File: src/hw/rtl/fsts_pkg.sv
package fsts_pkg;

  localparam int unsigned REQ_W    = 3;
  localparam int unsigned TID_W    = 4;
  localparam int unsigned PRIO_W   = 6;
  localparam int unsigned CLS_W    = 2;
  localparam int unsigned QUANT_W  = 8;
  localparam int unsigned BIAS_W   = 16;
  localparam int unsigned CNT_W    = 32;
  localparam int unsigned STAT_W   = 2;
  localparam int unsigned WEIGHT_W = 31;
  localparam int unsigned DIVD_W   = 42;
  localparam int unsigned IN_W     = 16;
  localparam int unsigned OUT_W    = 112;

  localparam logic [REQ_W-1:0] REQ_TICK     = 3'd0;
  localparam logic [REQ_W-1:0] REQ_WAKE     = 3'd1;
  localparam logic [REQ_W-1:0] REQ_YIELD    = 3'd2;
  localparam logic [REQ_W-1:0] REQ_BLOCK    = 3'd3;
  localparam logic [REQ_W-1:0] REQ_PRE_OFF  = 3'd4;
  localparam logic [REQ_W-1:0] REQ_PRE_ON   = 3'd5;
  localparam logic [REQ_W-1:0] REQ_SET_PRIO = 3'd6;
  localparam logic [REQ_W-1:0] REQ_SET_CLS  = 3'd7;

  localparam logic [STAT_W-1:0] ST_DONE    = 2'd0;
  localparam logic [STAT_W-1:0] ST_IGNORED = 2'd1;
  localparam logic [STAT_W-1:0] ST_RANGE   = 2'd2;

  localparam logic [CLS_W-1:0] CLS_IO  = 2'd1;
  localparam logic [CLS_W-1:0] CLS_NET = 2'd2;
  localparam logic [CLS_W-1:0] CLS_CPU = 2'd3;

  localparam logic [1:0] RS_BLOCKED = 2'd0;
  localparam logic [1:0] RS_READY   = 2'd1;
  localparam logic [1:0] RS_RUNNING = 2'd2;

  localparam logic [0:0] CFG_QUANTUM = 1'd0;
  localparam logic [0:0] CFG_BIAS    = 1'd1;

  // controller to datapath
  typedef struct packed {
    logic decode;    // apply simple request, decide next step
    logic requeue;   // start weight and divide of outgoing task
    logic enq;       // write quotient, queue outgoing task
    logic scan_clr;  // reset scan pointer and best
    logic scan_step; // examine one slot
    logic pick;      // dequeue best and switch
    logic emit;      // load output register
  } fsts_cmd_t;

  // datapath to controller
  typedef struct packed {
    logic need_sched;
    logic need_requeue;
    logic div_done;
    logic scan_last;
  } fsts_sts_t;

  // 1024 scaled by nice, class bias and floor
  function automatic logic [WEIGHT_W-1:0] task_weight(input logic signed [PRIO_W-1:0] nice,
                                                     input logic [CLS_W-1:0] cls,
                                                     input logic [BIAS_W-1:0] bias);
    logic [WEIGHT_W-1:0] w;
    logic signed [PRIO_W-1:0] n;
    n = nice;
    if (n < -6'sd20) n = -6'sd20;
    if (n > 6'sd19) n = 6'sd19;
    w = WEIGHT_W'(1024);
    if (n < 0) w = w << 5'(-n);
    else w = w >> 5'(n);
    if (cls == CLS_IO || cls == CLS_NET) w = w + (w >> 2) + WEIGHT_W'(bias >> 6);
    else if (cls == CLS_CPU && w > WEIGHT_W'(256)) w = w - (w >> 3);
    if (w < WEIGHT_W'(64)) w = WEIGHT_W'(64);
    return w;
  endfunction

endpackage

File: src/hw/rtl/fair_share_task_scheduler.sv
// an event that does not reschedule goes from decode to emit; a reschedule adds the
// slot scan and pick, and the weighted vruntime divide runs first when the outgoing task requeues
// throughput: one event at a time; the radix-2 divider, the one-slot-per-cycle scan
// and a stalled output all hold off the next event
// reset: synchronous, slot 0 running, quantum 3, all counters and queues cleared
module fair_share_task_scheduler #(
  parameter int unsigned NUM_TASKS     = 16,
  parameter int unsigned IDLE_SLOT     = 1,
  parameter int unsigned VRUNTIME_BITS = 40
) (
  input  logic        clk,
  input  logic        rst_n,
  input  logic        in_tvalid,
  output logic        in_tready,
  // req_type[2:0], task_id[6:3], new_priority[12:7], new_class[14:13], zero pad
  input  logic [15:0] in_tdata,
  output logic        out_tvalid,
  input  logic        out_tready,
  // running_task[3:0], switched[4], slice_remaining[12:5], status[14:13],
  // total_ticks[46:15], idle_ticks[78:47], switch_count[110:79], zero pad
  output logic [111:0] out_tdata,
  input  logic        cfg_valid,
  output logic        cfg_ready,
  input  logic        cfg_index,
  input  logic [31:0] cfg_data
);
  import fsts_pkg::*;

  fsts_cmd_t cmd;
  fsts_sts_t sts;
  logic      out_valid_r;
  logic      in_fire;

  assign in_fire    = in_tvalid && in_tready;
  assign cfg_ready  = 1'b1;
  assign out_tvalid = out_valid_r;

  always_ff @(posedge clk) begin
    if (!rst_n) out_valid_r <= 1'b0;
    else if (cmd.emit) out_valid_r <= 1'b1;
    else if (out_tready) out_valid_r <= 1'b0;
  end

  fsts_ctrl u_ctrl (
    .clk      (clk),
    .rst_n    (rst_n),
    .in_fire  (in_fire),
    .out_busy (out_valid_r && !out_tready),
    .in_ready (in_tready),
    .cmd      (cmd),
    .sts      (sts)
  );

  fsts_datapath #(
    .NUM_TASKS     (NUM_TASKS),
    .IDLE_SLOT     (IDLE_SLOT),
    .VRUNTIME_BITS (VRUNTIME_BITS)
  ) u_dp (
    .clk       (clk),
    .rst_n     (rst_n),
    .in_fire   (in_fire),
    .in_item   (in_tdata),
    .cfg_fire  (cfg_valid),
    .cfg_index (cfg_index),
    .cfg_data  (cfg_data),
    .cmd       (cmd),
    .sts       (sts),
    .out_item  (out_tdata)
  );

endmodule

File: src/hw/rtl/fsts_ctrl.sv
module fsts_ctrl (
  input  logic             clk,
  input  logic             rst_n,
  input  logic             in_fire,
  input  logic             out_busy,
  output logic             in_ready,
  output fsts_pkg::fsts_cmd_t cmd,
  input  fsts_pkg::fsts_sts_t sts
);
  import fsts_pkg::*;

  typedef enum logic [6:0] {
    S_IDLE = 7'b0000001,
    S_DEC  = 7'b0000010,
    S_DIV  = 7'b0000100,
    S_ENQ  = 7'b0001000,
    S_SCAN = 7'b0010000,
    S_PICK = 7'b0100000,
    S_EMIT = 7'b1000000
  } state_t;

  state_t state_r, state_nxt;

  assign in_ready = (state_r == S_IDLE);

  always_comb begin
    state_nxt = state_r;
    cmd = '0;
    unique case (state_r)
      S_IDLE: if (in_fire) state_nxt = S_DEC;
      S_DEC: begin
        cmd.decode = 1'b1;
        if (!sts.need_sched) state_nxt = S_EMIT;
        else if (sts.need_requeue) begin
          cmd.requeue = 1'b1;
          state_nxt = S_DIV;
        end else begin
          cmd.scan_clr = 1'b1;
          state_nxt = S_SCAN;
        end
      end
      S_DIV: if (sts.div_done) state_nxt = S_ENQ;
      S_ENQ: begin
        cmd.enq = 1'b1;
        cmd.scan_clr = 1'b1;
        state_nxt = S_SCAN;
      end
      S_SCAN: begin
        cmd.scan_step = 1'b1;
        if (sts.scan_last) state_nxt = S_PICK;
      end
      S_PICK: begin
        cmd.pick = 1'b1;
        state_nxt = S_EMIT;
      end
      S_EMIT: begin
        if (!out_busy) begin
          cmd.emit = 1'b1;
          state_nxt = S_IDLE;
        end
      end
      default: state_nxt = S_IDLE;
    endcase
  end

  always_ff @(posedge clk) begin
    if (!rst_n) state_r <= S_IDLE;
    else state_r <= state_nxt;
  end

endmodule

File: src/hw/rtl/fsts_datapath.sv
module fsts_datapath #(
  parameter int unsigned NUM_TASKS     = 16,
  parameter int unsigned IDLE_SLOT     = 1,
  parameter int unsigned VRUNTIME_BITS = 40
) (
  input  logic                        clk,
  input  logic                        rst_n,
  input  logic                        in_fire,
  input  logic [fsts_pkg::IN_W-1:0]   in_item,
  input  logic                        cfg_fire,
  input  logic                        cfg_index,
  input  logic [31:0]                 cfg_data,
  input  fsts_pkg::fsts_cmd_t         cmd,
  output fsts_pkg::fsts_sts_t         sts,
  output logic [fsts_pkg::OUT_W-1:0]  out_item
);
  import fsts_pkg::*;

  localparam int unsigned SW   = $clog2(NUM_TASKS);
  localparam int unsigned RW   = $clog2(NUM_TASKS + 1);
  localparam int unsigned QW   = (VRUNTIME_BITS > DIVD_W) ? VRUNTIME_BITS : DIVD_W;
  localparam int unsigned DCW  = $clog2(DIVD_W + 1);
  localparam logic [SW-1:0] IDLE = SW'(IDLE_SLOT);

  logic [QUANT_W-1:0] quantum_r;
  logic [BIAS_W-1:0]  bias_r;

  logic signed [PRIO_W-1:0]   prio_r  [NUM_TASKS];
  logic [CLS_W-1:0]           cls_r   [NUM_TASKS];
  logic [CNT_W-1:0]           rt_r    [NUM_TASKS];
  logic [VRUNTIME_BITS-1:0]   vr_r    [NUM_TASKS];
  logic [NUM_TASKS-1:0]       q_r;
  logic [1:0]                 rs_r    [NUM_TASKS];
  logic [RW-1:0]              rank_r  [NUM_TASKS];

  logic [SW-1:0]             cur_r;
  logic [QUANT_W-1:0]        slice_r;
  logic [VRUNTIME_BITS-1:0]  base_r;
  logic [7:0]                pdepth_r;
  logic [CNT_W-1:0]          ttot_r, tidle_r, swtot_r;

  logic [REQ_W-1:0]          req_r;
  logic [TID_W-1:0]          tid_r;
  logic signed [PRIO_W-1:0]  nprio_r;
  logic [CLS_W-1:0]          ncls_r;
  logic                      sched_r, sw_r;
  logic [STAT_W-1:0]         stat_r;

  // divider
  logic [DIVD_W-1:0]   dnum_r;
  logic [QW-1:0]       quo_r;
  logic [WEIGHT_W:0]   rem_r;
  logic [WEIGHT_W-1:0] wgt_r;
  logic [DCW-1:0]      dcnt_r;
  logic                dbusy_r;

  // scanner
  logic [SW:0]              sidx_r;
  logic                     bfound_r;
  logic [SW-1:0]            best_r;
  logic [VRUNTIME_BITS-1:0] bvr_r;
  logic [RW-1:0]            brank_r;

  logic [OUT_W-1:0] out_r;

  logic          tid_ok;
  logic [SW-1:0] tid_s;
  logic          dec_sched, dec_requeue;
  logic [RW-1:0] qcount;
  logic [WEIGHT_W:0] rem_sh;
  logic [SW-1:0] sslot;
  logic          better;
  logic [CNT_W-1:0] rt_inc;
  logic [SW-1:0] next_slot;

  assign tid_ok = (32'(tid_r) < NUM_TASKS);
  assign tid_s  = SW'(tid_r);
  assign rt_inc = rt_r[cur_r] + 1'b1;

  always_comb begin
    qcount = '0;
    for (int i = 0; i < NUM_TASKS; i++) qcount = qcount + RW'(q_r[i]);
  end

  // would this request reschedule, and is the outgoing task requeued
  always_comb begin
    logic [QUANT_W-1:0] s;
    s = (slice_r != 0) ? slice_r - 1'b1 : slice_r;
    dec_sched = 1'b0;
    unique case (req_r)
      REQ_TICK:  dec_sched = (pdepth_r == 0) && (s == 0);
      REQ_YIELD: dec_sched = 1'b1;
      REQ_BLOCK: dec_sched = (cur_r != IDLE);
      default:   dec_sched = 1'b0;
    endcase
    dec_requeue = (req_r != REQ_BLOCK) && (rs_r[cur_r] == RS_RUNNING) && (cur_r != IDLE);
  end

  assign sts.need_sched   = dec_sched;
  assign sts.need_requeue = dec_requeue;
  assign sts.div_done     = !dbusy_r;
  assign sts.scan_last    = (sidx_r == (SW+1)'(NUM_TASKS - 1));

  assign rem_sh = {rem_r[WEIGHT_W-1:0], dnum_r[DIVD_W-1]};
  assign sslot  = sidx_r[SW-1:0];
  assign better = q_r[sslot] && (!bfound_r || vr_r[sslot] < bvr_r ||
                  (vr_r[sslot] == bvr_r && rank_r[sslot] < brank_r));
  assign next_slot = bfound_r ? best_r : IDLE;

  always_ff @(posedge clk) begin
    if (!rst_n) begin
      quantum_r <= QUANT_W'(3);
      bias_r    <= '0;
      for (int i = 0; i < NUM_TASKS; i++) begin
        prio_r[i] <= '0;
        cls_r[i]  <= '0;
        rt_r[i]   <= '0;
        vr_r[i]   <= '0;
        rs_r[i]   <= (i == 0) ? RS_RUNNING : RS_BLOCKED;
        rank_r[i] <= '0;
      end
      q_r      <= '0;
      cur_r    <= '0;
      slice_r  <= QUANT_W'(3);
      base_r   <= '0;
      pdepth_r <= '0;
      ttot_r   <= '0;
      tidle_r  <= '0;
      swtot_r  <= '0;
      dbusy_r  <= 1'b0;
    end else begin
      if (cfg_fire) begin
        if (cfg_index == CFG_QUANTUM) quantum_r <= cfg_data[QUANT_W-1:0];
        else bias_r <= cfg_data[BIAS_W-1:0];
      end
      if (cmd.decode) begin
        unique case (req_r)
          REQ_TICK: begin
            ttot_r <= ttot_r + 1'b1;
            if (cur_r == IDLE || cur_r == '0) tidle_r <= tidle_r + 1'b1;
            if (pdepth_r == 0 && slice_r != 0) slice_r <= slice_r - 1'b1;
          end
          REQ_WAKE: begin
            if (tid_ok && tid_s != IDLE && tid_s != cur_r && !q_r[tid_s]) begin
              rs_r[tid_s]   <= RS_READY;
              vr_r[tid_s]   <= base_r;
              rank_r[tid_s] <= qcount;
              q_r[tid_s]    <= 1'b1;
            end
          end
          REQ_BLOCK: if (cur_r != IDLE) rs_r[cur_r] <= RS_BLOCKED;
          REQ_PRE_OFF: if (pdepth_r != 8'hff) pdepth_r <= pdepth_r + 1'b1;
          REQ_PRE_ON:  if (pdepth_r != 0) pdepth_r <= pdepth_r - 1'b1;
          REQ_SET_PRIO:
            if (nprio_r >= -6'sd20 && nprio_r <= 6'sd19 && tid_ok) prio_r[tid_s] <= nprio_r;
          REQ_SET_CLS: if (tid_ok) cls_r[tid_s] <= ncls_r;
          default: ;
        endcase
      end
      if (cmd.requeue) begin
        rt_r[cur_r] <= rt_inc;
        dbusy_r     <= 1'b1;
      end else if (dbusy_r && dcnt_r == DCW'(1)) begin
        dbusy_r <= 1'b0;
      end
      if (cmd.enq) begin
        vr_r[cur_r]   <= quo_r[VRUNTIME_BITS-1:0];
        rank_r[cur_r] <= qcount;
        q_r[cur_r]    <= 1'b1;
        rs_r[cur_r]   <= RS_READY;
      end
      if (cmd.pick) begin
        if (bfound_r) begin
          for (int i = 0; i < NUM_TASKS; i++)
            if (q_r[i] && rank_r[i] > brank_r) rank_r[i] <= rank_r[i] - 1'b1;
          q_r[best_r]    <= 1'b0;
          rank_r[best_r] <= '0;
          base_r         <= bvr_r;
        end
        rs_r[next_slot] <= RS_RUNNING;
        slice_r <= quantum_r;
        if (next_slot != cur_r) begin
          if (cur_r == IDLE) rs_r[cur_r] <= RS_BLOCKED;
          swtot_r <= swtot_r + 1'b1;
          cur_r   <= next_slot;
        end
      end
    end
  end

  // payload and shared working registers
  always_ff @(posedge clk) begin
    if (in_fire) begin
      req_r   <= in_item[2:0];
      tid_r   <= in_item[6:3];
      nprio_r <= in_item[12:7];
      ncls_r  <= in_item[14:13];
      sw_r    <= 1'b0;
    end
    if (cmd.decode) begin
      sched_r <= dec_sched;
      stat_r  <= ST_DONE;
      unique case (req_r)
        REQ_WAKE:
          if (!tid_ok || tid_s == IDLE || tid_s == cur_r || q_r[tid_s]) stat_r <= ST_IGNORED;
        REQ_BLOCK: if (cur_r == IDLE) stat_r <= ST_IGNORED;
        REQ_PRE_ON: if (pdepth_r == 0) stat_r <= ST_IGNORED;
        REQ_SET_PRIO:
          if (nprio_r < -6'sd20 || nprio_r > 6'sd19) stat_r <= ST_RANGE;
          else if (!tid_ok) stat_r <= ST_IGNORED;
        REQ_SET_CLS: if (!tid_ok) stat_r <= ST_IGNORED;
        default: ;
      endcase
    end
    // restoring divide of runtime*1024 by weight, one quotient bit per cycle
    if (cmd.requeue) begin
      dnum_r <= {rt_inc, 10'd0};
      wgt_r  <= task_weight(prio_r[cur_r], cls_r[cur_r], bias_r);
      rem_r  <= '0;
      quo_r  <= '0;
      dcnt_r <= DCW'(DIVD_W);
    end else if (dbusy_r) begin
      dnum_r <= dnum_r << 1;
      dcnt_r <= dcnt_r - 1'b1;
      if (rem_sh >= {1'b0, wgt_r}) begin
        rem_r <= rem_sh - {1'b0, wgt_r};
        quo_r <= {quo_r[QW-2:0], 1'b1};
      end else begin
        rem_r <= rem_sh;
        quo_r <= {quo_r[QW-2:0], 1'b0};
      end
    end
    if (cmd.scan_clr) begin
      sidx_r   <= '0;
      bfound_r <= 1'b0;
    end else if (cmd.scan_step) begin
      sidx_r <= sidx_r + 1'b1;
      if (better) begin
        bfound_r <= 1'b1;
        best_r   <= sslot;
        bvr_r    <= vr_r[sslot];
        brank_r  <= rank_r[sslot];
      end
    end
    if (cmd.pick) sw_r <= (next_slot != cur_r);
    if (cmd.emit) begin
      out_r <= {1'b0, swtot_r, tidle_r, ttot_r, stat_r, slice_r,
                (sched_r && sw_r), TID_W'(cur_r)};
    end
  end

  assign out_item = out_r;

endmodule
File: config.mk
export PLATFORM = sky130hd
export DESIGN_NAME = fair_share_task_scheduler
export DESIGN_NICKNAME = d
export VERILOG_FILES = /design/src/hw/rtl/fsts_pkg.sv /design/src/hw/rtl/fair_share_task_scheduler.sv /design/src/hw/rtl/fsts_ctrl.sv /design/src/hw/rtl/fsts_datapath.sv
export SDC_FILE = /design/constraint.sdc
export NUM_CORES = 2
export LEC_CHECK = 0
export BUFFER_PORTS_ARGS = -buffer_cell sky130_fd_sc_hd__buf_2
export CORE_ASPECT_RATIO = 0.6
export CORE_MARGIN = 8
export CORE_UTILIZATION = 63
export CTS_CLUSTER_SIZE = 14
export DETAILED_ROUTE_END_ITERATION = 10
export PLACE_DENSITY = 0.84
export SLEW_MARGIN = 20
export SYNTH_ARGS = -nofsm -noshare
export SYNTH_HDL_FRONTEND = slang
export SYNTH_SLANG_ARGS = --single-unit
export TNS_END_PERCENT = 20
File: constraint.sdc
create_clock -name clk -period 12.25 [get_ports clk]
set_clock_uncertainty 0.05 [all_clocks]
set_input_delay 1.8375 -clock clk [delete_from_list [all_inputs] [get_ports clk]]
set_output_delay 1.8375 -clock clk [all_outputs]
set_load 0.01 [all_outputs]
**After elaboration in Yosys (flattened, before gate mapping)**

Memories as Yosys holds them, arrays and structs flattened. A register that Yosys moved wholly into a read port is not among the register bits.
Cells that the tools add are included.

- Register bits after elaboration: 530
- Bits in writable memories: 1392
- Output and inout port bits: 115
- Logic and storage cells: 505
- Memories: 6

Memories:

| memory | words | bits a word | rd ports | clocked after Yosys merged registers in | wr ports | line | source |
|---|---|---|---|---|---|---|---|
| u_dp.vr_r | 16 | 40 | 1 | 1 | 16 | fsts_datapath.sv:31 | `logic [VRUNTIME_BITS-1:0] vr_r [NUM_TASKS];` |
| u_dp.rt_r | 16 | 32 | 1 | 1 | 16 | fsts_datapath.sv:30 | `logic [CNT_W-1:0] rt_r [NUM_TASKS];` |
| u_dp.prio_r | 16 | 6 | 1 | 1 | 16 | fsts_datapath.sv:28 | `logic signed [PRIO_W-1:0] prio_r [NUM_TASKS];` |
| u_dp.rank_r | 16 | 5 | 17 | 1 | 17 | fsts_datapath.sv:34 | `logic [RW-1:0] rank_r [NUM_TASKS];` |
| u_dp.cls_r | 16 | 2 | 1 | 1 | 16 | fsts_datapath.sv:29 | `logic [CLS_W-1:0] cls_r [NUM_TASKS];` |
| u_dp.rs_r | 16 | 2 | 1 | 1 | 16 | fsts_datapath.sv:33 | `logic [1:0] rs_r [NUM_TASKS];` |

- $add $sub $neg: 45
- Order comparisons: 35
- Equal/unequal tests: 36
- Shift operators: 2
- Multiplexer cells: 248
- Bitwise operators: 24
- Reductions and logical operators: 78

Operator list:

| operator | number |
|---|---|
| $mux W31 | 6 |
| $mux W1 | 152 |
| $add A32 B1 Y32 const B | 4 |
| $mux W16 | 8 |
| $mux W5 | 19 |
| $mux W4 | 23 |
| $mux W42 | 2 |
| $gt A5 B5 Y1 | 16 |
| $mux W40 | 2 |
| $reduce_or A40 Y1 | 2 |
| $sub A5 B1 Y5 const B | 16 |
| $add A5 B1 Y5 | 14 |
| $mux W8 | 7 |
| $pmux W7 S7 | 1 |
| $eq A40 B40 Y1 | 1 |
| $lt A40 B40 Y1 | 1 |
| $mux W7 | 5 |
| $logic_and A1 B1 Y1 | 33 |
| $ge A32 B31 Y1 | 1 |
| $mux W32 | 1 |
| $or A16 B16 Y16 | 2 |
| $reduce_or A32 Y1 | 1 |
| $add A31 B10 Y31 | 1 |
| $add A31 B29 Y31 | 1 |
| other kinds (67) | 149 |

**Logic depth before layout (Yosys ltp)**

- Word-level depth: 21
- Gate-level depth with buffers: 48

**Modules after synthesis**

From an unflattened synthesis, not the netlist that was laid out.

- Cells, all modules: 7731
- Area, all modules: 95659.2 um^2

Modules (own cells, without submodules):

| module | instances | cells an instance | area an instance (um^2) | seq. area each (um^2) |
|---|---|---|---|---|
| fsts_datapath | 1 | 7663 | 95062.4 | 53591.4 |
| fsts_ctrl | 1 | 62 | 538.0 | 140.1 |
| fair_share_task_scheduler | 1 | 6 | 58.8 | 20.0 |

**Worst setup path after synthesis**

OpenSTA, ideal clock, no wires.

- Path type: register to register
- Start point: reg (tool-made name)
- End point: reg u_dp.wgt_r[1], data pin
- Arrival time: 10.139 ns
- Data required time: 11.932 ns
- Path slack: 1.793 ns
- Cell stages (with the launch flop): 47
- Period minus slack after synthesis: 10.457 ns
- Path through: dfxtp_1 > buf_2 > buf_2 > buf_2 > buf_2 > buf_1 > buf_2 > buf_2 > buf_2 > buf_2 > buf_2 > buf_2 > buf_1 > buf_1 > o21ai_0 > o21bai_1 > ha_1 > clkbuf_1 > [11 not listed] > buf_2 > ha_1 > ha_1 > and3_1 > and3_1 > a21oi_1 > o31ai_1 > o211a_1 > o21ai_0 > nand2b_1 > xor2_1 > a22oi_1 > o21ai_0 > or4_1 > nor4_1 > nand4b_1 > nor3_2 > nor2_1

RTL lines:

| element | line | source |
|---|---|---|
| to (signal assigned) | fsts_datapath.sv:218 | `wgt_r <= task_weight(prio_r[cur_r], cls_r[cur_r], bias_r);` |
| to (decl) | fsts_datapath.sv:53 | `logic [WEIGHT_W-1:0] wgt_r;` |

==> metrics.md <==
| Metric | Value |
|---|---|
| 1st-iter DRT viols | `11,100` |
| Root buf cell | `clkbuf_16` |
| Top-count cell post-synth | `edfxtp_1` |
| Synth top cells by count | `edfxtp_1 (1,602), nor2_1 (1,584), nand2_1 (543)` |
| Clock buffer depth | `3` |
| I/O Pins | `169` |
| Top-area cell type share of the netlist area | `0.518` |
| Wirelength per Cell | `27.6 um` |
| Synthesized area per cell | `12.3 um2` |
| Kind of critical path | `register to register` |
| CP most frequent cell | `ha_1` |
| Final Max Slew Viols | `0` |
| Initial antenna violation count | `6` |
| Slew headroom | `0.169` |
| CP Buf/Inv Count | `1` |
| Antenna violation net count after detailed routing | `0` |
| Max Cap Viol | `0` |
| Largest family of logic cells by synthesized area | `simple AND/OR/NAND/NOR gates` |
| First-pass GRT wire length | `395 mm` |
| Slew @ Worst Pin | `1.25 ns` |
| Syn Inst Count | `7,514` |
| Core area | `147,000 um2` |
| TritonCTS clock tree | `built` |
| H-tree levels | `4` |
| # placed instances | `9,289` |
| Area growth syn-to-layout | `9.08%` |
| R2r setup slk | `1.05 ns` |
| Reg area | `54,600 um2` |
| Die Width | `511 um` |
| Largest delay share family, worst path | `compound AO/OA/AOI/OAI gates` |
| Ys flop type | `edfxtp_1` |
| Dpl hpwl | `160 mm` |
| Fmax | `0.0893 GHz` |
| Crit-path slowest cell | `dfxtp_4` |
| Synth Area in XOR/XNOR | `0.0239` |
| Slowest stage delay, CP | `0.85 ns` |
| Num rows | `109` |
| Main area contributors after synthesis | `edfxtp_1 (52%), mux4_2 (10%), dfxtp_1 (6.9%), nor2_1 (6.4%), ha_1 (3.7%)` |
| Total CTS buffers | `170` |
| Mux share of post-synthesis cell area | `0.119` |
| Grt total ovfl | `0` |
| Fill cells | `9,504` |
| Routability cong. | `0.977` |
| Dominant cell type by area after synthesis | `edfxtp_1` |
| DIE AREA | `160,000 um2` |
| Non-Filler Instances | `9,607` |
| Worst Setup End Kind | `register` |
| WP data arrival | `11.68 ns` |
| #FFs+latches synth | `1,924` |
| Crit path max fanout | `49` |
| Post-synth EDFFs | `1,602` |
| Compound-cell area share of the yosys netlist | `0.0626` |
| Post-Layout Inst Area | `101,000 um2` |
| CP Launch Type | `register` |
| Pwr Density | `145 nW/um2` |
| Worst EP required | `12.73 ns` |
| Synth warn | `0` |
| Min-delay worst type | `register to register` |
| Largest net degree at the start of global routing | `107` |
| Synthesized area | `92,800 um2` |
| Static leakage power | `36.2 nW` |
| Share of cells above drive strength 1 | `0.149` |
| Setup Viol. Count Final | `0` |
| Simple-gate share of the synthesized area | `0.134` |
| Placed inst area | `95,500 um2` |
| Pre-Repair DR Iteration Count | `7` |
| Final Hold Fails | `0` |
| Status | `complete, no violations` |
| Num Clock Sinks | `1,924` |
| Post-Synth Adder-Cell Area | `0.0412` |
| Ys async rst share | `0` |
| Initial Utilization | `0.632` |
| RSZ-0062 raised after global routing | `no` |
| Worst VDD drop | `0.000166 V` |
| Final net count | `7,868` |
| Clock Latency Late Sink | `0.84 ns` |
| # port buffers | `149` |
| Seq/Total Area, Yosys | `0.588` |
| Via/cell ratio | `6.83` |
| Vias in the first global route | `64,700` |
| Multi-input gate area in the final layout | `36,000 um2` |
| # hold bufs at CTS | `0` |
| Distinct cells, synth | `92` |
| WL final | `266 mm` |
| Final Cycle Share | `0.914` |
| Min Hold Slack | `0.348 ns` |
| DRC viols | `0` |
| Setup total negative slack | `0 ns` |
| Die span in y | `313 um` |
| Total track usage | `0.322` |
| Clk slew on worst S/H paths | `0.07 ns` |
| Vias | `65,600` |
| Period minus WS final | `11.20 ns` |
-- layout make-up --
| type | count | share of cell area |
|---|---|---|
| flip-flops and latches | 1924 | 0.539 |
| multi-input cells | 4902 | 0.356 |
| clock buffers | 267 | 0.0490 |
| well taps | 1942 | 0.0240 |
| repair buffers | 291 | 0.0183 |
| inverters | 232 | 0.00868 |
| clock inverters | 47 | 0.00512 |
| diodes | 2 | 0.0000494 |
-- final timing paths --
| path | startpoint | to | cells after the start |
|---|---|---|---|
| max | register | u_dp.wgt_r[2]$_SDFFCE_PN0P_ | 31 |
| max reg2reg | register | u_dp.wgt_r[2]$_SDFFCE_PN0P_ | 31 |
| min reg2reg | u_dp.stat_r[0]$_DFFE_PP_ | u_dp.out_item[13]$_DFFE_PP_ | 0 |
| min | u_dp.stat_r[0]$_DFFE_PP_ | u_dp.out_item[13]$_DFFE_PP_ | 0 |
-- flip-flops by register name (all words and copies together), names as in the netlist, 40 cells and up, named ones only --
signal	flops
u_dp.vr_r	640
u_dp.rt_r	512
u_dp.out_item	111
u_dp.prio_r	96
u_dp.rank_r	80
u_dp.base_r	40
u_dp.bvr_r	40
u_dp.quo_r	40
-- power by group --
group / switching (mW) / internal [mW] / total [mW]
sequential: 0.209 / 7.35 / 7.56
clock: 2.48 / 2.93 / 5.42
combinational: 1.05 / 0.653 / 1.71
total: 3.75 / 10.9 / 14.7
-- layer usage --
layer | up-vias | part of all wire | GRT usage
met1 | 32000 | 0.36 | 0.449
met4 | 12 | 0.036 | 0.106
li1 | 27400 | - | -
met3 | 800 | 0.17 | 0.128
met5 | - | 0.00029 | 0
met2 | 5395 | 0.43 | 0.467
-- logic make-up (layout without fill, tap and decap cells) --
family	count (synthesis)	after routing
other cells	2	36
flops	1924	1924
buf+inv	720	837
mux	572	572
simple gates	2853	2853
compound gates	897	897
xor+xnor	253	253
fa+ha+maj	293	293
-- worst register-to-register path, delay by kind of cell (launching register included) --
kind	cells	cell delay, ns
AOI/OAI and AO/OA	13	3.71
adders and majority gates	4	1.64
buffers and inverters	1	0.14
DFF	1	0.85
muxes	2	1.24
and+or+nand+nor	11	3.31
-- stage by stage --
stage                     power (mW)  worst slack [ns]  utilization
after floorplan                 8.81              1.79            -
after global placement          9.26              1.44        0.650
after detailed placement        9.33              1.14        0.651
after CTS                       14.6              1.09        0.688
after global routing            15.1             0.221        0.690
final                           14.7              1.05        0.690
-- cells in the final DEF (no fill, tap or decap), types with 34 or more instances in the layout --
cell type     n
conb_1       34
dfxtp_1     313
and3_1      146
edfxtp_1   1602
nand2b_1     63
nor3_1       76
nand4_1      55
nor2_1     1581
clkbuf_16   175
a211oi_1     46
nand2_1     495
mux4_2      417
or3_1        37
o31ai_1      63
ha_1        271
xnor2_1     105
buf_2       148
nand2_2      42
clkbuf_1     67
xor2_1      127
nand3_1     132
mux2i_1     100
buf_4       140
inv_1       230
a21oi_1     279
o21ai_0     177
and2_1       34
nor2b_1      66
a21o_1       52
-- timing repair --
item                                    in CTS  in global routing
endpoints found under the setup margin       0                  1
resized for setup                            0                  1
setup buffers                                0                  0
Power figures use the tool's default switching activity.
